--- config.mk ---
export PLATFORM = sky130hd
export DESIGN_NAME = cgdg_ctrl
export DESIGN_NICKNAME = d
export VERILOG_FILES = /design/src/rtl/chaos_game_density_grid_assert.svh /design/src/rtl/cgdg_pkg.sv /design/src/rtl/cgdg_ctrl.sv
export SDC_FILE = /design/constraint.sdc
export NUM_CORES = 1
export LEC_CHECK = 0
export BUFFER_PORTS_ARGS = -buffer_cell sky130_fd_sc_hd__buf_2
export CORE_UTILIZATION = 35
export CTS_BUF_LIST = sky130_fd_sc_hd__clkbuf_16
export DETAILED_ROUTE_END_ITERATION = 10
export HOLD_SLACK_MARGIN = 0.08
export PLACE_DENSITY = 0.68
export SKIP_CTS_REPAIR_TIMING = 1
export SLEW_MARGIN = 20
export SYNTH_ARGS = -nofsm -noshare
export SYNTH_HDL_FRONTEND = slang
export SYNTH_SLANG_ARGS = --single-unit
--- constraint.sdc ---
create_clock -name clk -period 1.65 [get_ports clk]
set_input_delay 0 -clock clk [delete_from_list [all_inputs] [get_ports clk]]
set_output_delay 0 -clock clk [all_outputs]
set_load 0.01 [all_outputs]
--- src/rtl/chaos_game_density_grid_assert.svh ---
// Assertion helpers for the RTL file that checks itself.
`ifndef CHAOS_GAME_DENSITY_GRID_ASSERT_SVH
`define CHAOS_GAME_DENSITY_GRID_ASSERT_SVH

// The consequent must hold in the same cycle as the antecedent.
`define CGDG_ASSERT_SAME(label, ante, cons, msg) \
  label: assert property (@(posedge clk) disable iff (!rst_n) (ante) |-> (cons)) \
    else $error(msg);

// The consequent must hold in the cycle after the antecedent.
`define CGDG_ASSERT_NEXT(label, ante, cons, msg) \
  label: assert property (@(posedge clk) disable iff (!rst_n) (ante) |=> (cons)) \
    else $error(msg);

`endif

--- src/rtl/cgdg_pkg.sv ---
`timescale 1ns / 1ps
`default_nettype none

package cgdg_pkg;

  // Default geometry and counter width.
  localparam int GRID_WIDTH_DEF  = 20;
  localparam int GRID_HEIGHT_DEF = 20;
  localparam int COUNT_BITS_DEF  = 16;

  // Configuration port.
  localparam int CFG_IDX_W  = 3;
  localparam int CFG_DATA_W = 16;
  localparam logic [CFG_IDX_W-1:0] CFG_WEIGHT0 = 3'd0;
  localparam logic [CFG_IDX_W-1:0] CFG_WEIGHT1 = 3'd1;
  localparam logic [CFG_IDX_W-1:0] CFG_WEIGHT2 = 3'd2;
  localparam logic [CFG_IDX_W-1:0] CFG_RATIO_NUM = 3'd3;
  localparam logic [CFG_IDX_W-1:0] CFG_RATIO_DEN = 3'd4;
  localparam logic [CFG_IDX_W-1:0] CFG_WARMUP = 3'd5;

  // Register reset values.
  localparam logic [7:0]  WEIGHT_RST = 8'd1;
  localparam logic [3:0]  NUM_RST    = 4'd1;
  localparam logic [3:0]  DEN_RST    = 4'd2;
  localparam logic [15:0] WARMUP_RST = 16'd10;

  // Operation codes carried by an input transaction.
  localparam logic [1:0] MODE_STEP  = 2'd0;
  localparam logic [1:0] MODE_READ  = 2'd1;
  localparam logic [1:0] MODE_CLEAR = 2'd2;

  // Vertex codes.
  localparam logic [1:0] VTX_LEFT  = 2'd0;
  localparam logic [1:0] VTX_RIGHT = 2'd1;
  localparam logic [1:0] VTX_TOP   = 2'd2;

  localparam int LEVEL_MAX = 9;
  localparam logic [6:0] GLYPH_SPACE = 7'h20;
  localparam logic [6:0] GLYPH_HASH  = 7'h23;

  typedef struct packed {
    logic [1:0]  mode;
    logic [30:0] random_word;
    logic [4:0]  cell_row;
    logic [4:0]  cell_col;
  } in_item_t;

  typedef struct packed {
    logic [1:0]         chosen_vertex;
    logic signed [15:0] pos_x;
    logic signed [15:0] pos_y;
    logic               plotted;
    logic [15:0]        cell_hits;
    logic [15:0]        max_hits;
    logic [3:0]         density_level;
    logic [6:0]         glyph;
  } out_item_t;

  // Controller states.
  typedef enum logic [4:0] {
    S_BOOT, S_IDLE, S_DISPATCH, S_MOD_START, S_MOD_RUN, S_VTX,
    S_X_START, S_X_RUN, S_X_DONE, S_Y_START, S_Y_RUN, S_Y_DONE,
    S_PLOT_RD, S_PLOT_WR, S_CELL_RD, S_CELL_GET, S_LVL_START, S_LVL_RUN,
    S_LVL_DONE, S_CLR_INIT, S_CLEAR, S_FIN
  } ctrl_state_t;

  // Datapath operations.
  typedef enum logic [4:0] {
    OP_NONE, OP_LOAD, OP_CLR_INIT, OP_CLR_STEP, OP_MOD_START, OP_DIV_STEP,
    OP_VTX, OP_X_START, OP_X_DONE, OP_Y_START, OP_Y_DONE, OP_PLOT_RD,
    OP_PLOT_WR, OP_CELL_RD, OP_CELL_GET, OP_LVL_START, OP_LVL_DONE, OP_PUBLISH
  } dp_op_t;

  typedef struct packed {
    dp_op_t op;
  } dp_cmd_t;

  typedef struct packed {
    logic       div_last;
    logic       clr_last;
    logic [1:0] mode;
  } dp_status_t;

  // Palette " .:-=+*#%@".
  function automatic logic [6:0] shade_glyph(input logic [3:0] lvl);
    logic [6:0] g;
    unique case (lvl)
      4'd0: g = 7'h20;
      4'd1: g = 7'h2E;
      4'd2: g = 7'h3A;
      4'd3: g = 7'h2D;
      4'd4: g = 7'h3D;
      4'd5: g = 7'h2B;
      4'd6: g = 7'h2A;
      4'd7: g = 7'h23;
      4'd8: g = 7'h25;
      4'd9: g = 7'h40;
      default: g = 7'h20;
    endcase
    return g;
  endfunction

endpackage

`default_nettype wire

--- src/rtl/cgdg_ctrl.sv ---
`timescale 1ns / 1ps
`default_nettype none

module cgdg_ctrl import cgdg_pkg::*; (
  input  wire logic       clk,
  input  wire logic       rst_n,
  input  wire logic       in_valid,
  output logic            in_ready,
  output logic            out_valid,
  input  wire logic       out_ready,
  input  wire dp_status_t status,
  output dp_cmd_t         cmd
);

  ctrl_state_t state_r, state_nxt;
  logic        out_valid_r, out_valid_nxt;
  logic        publish;

  assign in_ready = (state_r == S_IDLE);
  assign publish  = (state_r == S_FIN) && (!out_valid_r || out_ready);

  // Next state.
  always_comb begin
    state_nxt = state_r;
    unique case (state_r)
      S_BOOT:      if (status.clr_last) state_nxt = S_IDLE;
      S_IDLE:      if (in_valid) state_nxt = S_DISPATCH;
      S_DISPATCH: begin
        unique case (status.mode)
          MODE_STEP:  state_nxt = S_MOD_START;
          MODE_READ:  state_nxt = S_CELL_RD;
          MODE_CLEAR: state_nxt = S_CLR_INIT;
          default:    state_nxt = S_FIN;
        endcase
      end
      S_MOD_START: state_nxt = S_MOD_RUN;
      S_MOD_RUN:   if (status.div_last) state_nxt = S_VTX;
      S_VTX:       state_nxt = S_X_START;
      S_X_START:   state_nxt = S_X_RUN;
      S_X_RUN:     if (status.div_last) state_nxt = S_X_DONE;
      S_X_DONE:    state_nxt = S_Y_START;
      S_Y_START:   state_nxt = S_Y_RUN;
      S_Y_RUN:     if (status.div_last) state_nxt = S_Y_DONE;
      S_Y_DONE:    state_nxt = S_PLOT_RD;
      S_PLOT_RD:   state_nxt = S_PLOT_WR;
      S_PLOT_WR:   state_nxt = S_FIN;
      S_CELL_RD:   state_nxt = S_CELL_GET;
      S_CELL_GET:  state_nxt = S_LVL_START;
      S_LVL_START: state_nxt = S_LVL_RUN;
      S_LVL_RUN:   if (status.div_last) state_nxt = S_LVL_DONE;
      S_LVL_DONE:  state_nxt = S_FIN;
      S_CLR_INIT:  state_nxt = S_CLEAR;
      S_CLEAR:     if (status.clr_last) state_nxt = S_FIN;
      S_FIN:       if (publish) state_nxt = S_IDLE;
      default:     state_nxt = S_IDLE;
    endcase
  end

  // Datapath command for each state.
  always_comb begin
    cmd.op = OP_NONE;
    unique case (state_r)
      S_BOOT, S_CLEAR:             cmd.op = OP_CLR_STEP;
      S_IDLE:                      cmd.op = in_valid ? OP_LOAD : OP_NONE;
      S_MOD_START:                 cmd.op = OP_MOD_START;
      S_MOD_RUN, S_X_RUN, S_Y_RUN,
      S_LVL_RUN:                   cmd.op = OP_DIV_STEP;
      S_VTX:                       cmd.op = OP_VTX;
      S_X_START:                   cmd.op = OP_X_START;
      S_X_DONE:                    cmd.op = OP_X_DONE;
      S_Y_START:                   cmd.op = OP_Y_START;
      S_Y_DONE:                    cmd.op = OP_Y_DONE;
      S_PLOT_RD:                   cmd.op = OP_PLOT_RD;
      S_PLOT_WR:                   cmd.op = OP_PLOT_WR;
      S_CELL_RD:                   cmd.op = OP_CELL_RD;
      S_CELL_GET:                  cmd.op = OP_CELL_GET;
      S_LVL_START:                 cmd.op = OP_LVL_START;
      S_LVL_DONE:                  cmd.op = OP_LVL_DONE;
      S_CLR_INIT:                  cmd.op = OP_CLR_INIT;
      S_FIN:                       cmd.op = publish ? OP_PUBLISH : OP_NONE;
      default:                     cmd.op = OP_NONE;
    endcase
  end

  // Result slot occupancy.
  always_comb begin
    out_valid_nxt = out_valid_r;
    if (publish) begin
      out_valid_nxt = 1'b1;
    end else if (out_ready) begin
      out_valid_nxt = 1'b0;
    end
  end

  always_ff @(posedge clk) begin
    if (!rst_n) begin
      state_r     <= S_BOOT;
      out_valid_r <= 1'b0;
    end else begin
      state_r     <= state_nxt;
      out_valid_r <= out_valid_nxt;
    end
  end

  assign out_valid = out_valid_r;

endmodule

`default_nettype wire

==> flow_summary.toml <==
[setup_path]
endpoint_kind = "register"
critical_path.startpoint_type = "register"
arrival_ns = 1.75
crit_type = "register to register"
critical_path_required_ns = 1.77
r2r_cells = 5
cp_max_fo = 6

[clock_network]
cts_num_sinks = 6
path_clk_slew_ns = 0.03
root_buffer = "clkbuf_16"
cts_buffers = 3
cts_max_path_buffers = 2
htree_levels = 1
cts_tree = "yes"
clk_latency_ns = 0.23

[sta]
finalClockSkew_ns = 0.001208
fmax_mhz = 610.4
slew_violations = 0
setup-tns-final_ns = 0
worst_slew_pin_slew_ns = 0.3273
maxSlewHeadroom = 0.7800
hold_viol = 0
setup_viol = 0
fin_crit_ns = 1.638
fin_crit_sh = 0.9928
setup_ws_ns = 0.01183

[yosys]
ys_async_sr_fraction = 0
ys_types = 43
netlist_area_um2 = 711.9
ys_warn_count = 0
yosysTopAreaCell = "dfxtp_1"
yosys-top-cells-area = "dfxtp_1 (17%), nor2_1 (6.3%), o211a_1 (4.2%)"
yosysTopAreaCellShare = 0.1687
synthFlopType = "dfxtp_1"
ys_ff_latch = 6
synthCells = 103
synth_edf_count = 0
yosysSeqAreaShare = 0.1687
syn_area_per_cell_um2 = 6.912
syn_nets = 111

[routing]
wire_per_inst_um = 15.35
vias = 956
drt-pass1-iter-count = 4
routed_wl_mm = 2.456
vias_per_cell = 5.975
drtIter0Drc = 41
drc = 0
drtAntennaViolNets = 0

[floorplanning]
num_rows = 15
io-pin-count = 15
initial_utilization = 0.3911
fp.dieH_um = 47.10
die_area_um2 = 2218
core_um2 = 1821
fp.dieW_um = 47.10

[place]
dp_hpwl_mm = 1.730
place.gp.congestion = 0.8569
placed_cell_area_um2 = 940.9
dpl_worst_slack_ns = -0.02020
placement.io_buffers = 14

[grt]
antenna_found_initial = 0
grt_max_degree = 13
grt-ovfl-total = 0
grt_pass1_vias = 766
grt_pass1_wl_mm = 3.498
track_usage = 0.2250

[min_path]
hold_path_depth = 4
min_path_type = "input pin to register"

[run_status]
status = "finished, final reports clean"

[run]
cap_violations = 0

[power_and_ir_drop]
ir_worst_vdd_uv = 1306
p_leak_nw = 0.4870
power_w = 0.002187
power.density_nw_per_um2 = 1996

[finish]
drive_above_1_share = 0.4148
area_growth_pct = 53.95
seqCellArea_um2 = 125.1
multi_input_area_um2 = 585.6
fillers = 178
design_area_um2 = 1096
final_core_util = 0.6021
nets = 145
n_antenna_cell = 0
[critical path: stages, from the launching register on]
cell and delay, ns:
dfxtp_1 0.45, nor2_1 0.14, and3b_1 0.23, a211oi_4 0.32, nand2_2 0.13, o211a_1 0.24
[final cells by class]
class,instances,share of cell area
clock buffers,3,0.06849
well taps,25,0.02854
multi-input cells,85,0.5342
flip-flops and latches,6,0.1142
inverters,2,0.006849
repair buffers,39,0.2477
[layout by cell type, fill, tap and decap left out, types with 2 or more instances in the layout]
cell / n
clkbuf_16: 3
nor2_1: 12
nand2b_1: 4
dfxtp_2: 4
nor3b_1: 3
o21ai_0: 5
nor4_2: 2
xor2_1: 2
and3_1: 2
buf_6: 3
o32ai_1: 2
nand2_2: 2
a31oi_1: 2
nand3_1: 4
and2_1: 2
dfxtp_1: 2
o31ai_1: 2
a21oi_1: 5
inv_1: 2
o211a_1: 3
a21o_1: 2
buf_4: 21
nand2_1: 6
buf_2: 14
o22ai_1: 4
[sequential cells by signal (all words and copies together) (netlist names)]
| signal | cells |
|---|---|
| out_valid | 1 |
| state_r | 5 |
[cells in the mapped netlist, types with 2 or more instances]
| cell | n |
|---|---|
| nor2_1 | 12 |
| nand2_1 | 7 |
| dfxtp_1 | 6 |
| o21ai_0 | 6 |
| a21oi_1 | 5 |
| clkbuf_1 | 5 |
| nand2b_1 | 4 |
| nand3_1 | 4 |
| o22ai_1 | 4 |
| nor3b_1 | 3 |
| o211a_1 | 3 |
| a21o_1 | 2 |
| a31oi_1 | 2 |
| and2_1 | 2 |
| and3_1 | 2 |
| buf_1 | 2 |
| buf_2 | 2 |
| inv_1 | 2 |
| nor2b_1 | 2 |
| nor4_1 | 2 |
| o31ai_1 | 2 |
| o32ai_1 | 2 |
| xor2_1 | 2 |
[cells by family after synthesis]
group                  after synthesis  synth area share
AND/OR/NAND/NOR                     46            0.3480
AO/OA/AOI/OAI                       36            0.3673
buffers and inverters               12           0.07734
flip-flops                           6            0.1687
XOR/XNOR                             2           0.02461
multiplexers                         1           0.01406
[path summary, 6_finish.rpt]
check,start,slack (ns),to
max,state_r[3],0.01,state_r[2]
min,status[3],0.22,state_r[3]
max reg2reg,state_r[3],0.01,state_r[2]
min reg2reg,state_r[0],0.65,state_r[0]
[per-stage QoR]
| step | std cells | hold WS (ns) |
|---|---|---|
| floorplan | 103 | 0.1217 |
| global placement | 154 | 0.2893 |
| detailed placement | 154 | 0.2962 |
| CTS | 157 | 0.06312 |
| global route | 160 | 0.2482 |
| finish | 160 | 0.2211 |
[routing by layer]
layer  vias up  GRT usage  routed length, µm
li1        453          -                  -
met1       450     0.3028                961
met2        49     0.3611               1276
met3         4    0.05000                192
met4         0    0.06286                 26
met5         -          0                  0
[power breakdown]
group | total, W | internal (W) | switching (W)
Clock | 0.000398 | 0.000311 | 0.0000866
Sequential | 0.000288 | 0.000202 | 0.0000853
Combinational | 0.00150 | 0.000757 | 0.000745
Total | 0.00219 | 0.00127 | 0.000917
No activity file was read; power rests on OpenSTA's default activity.
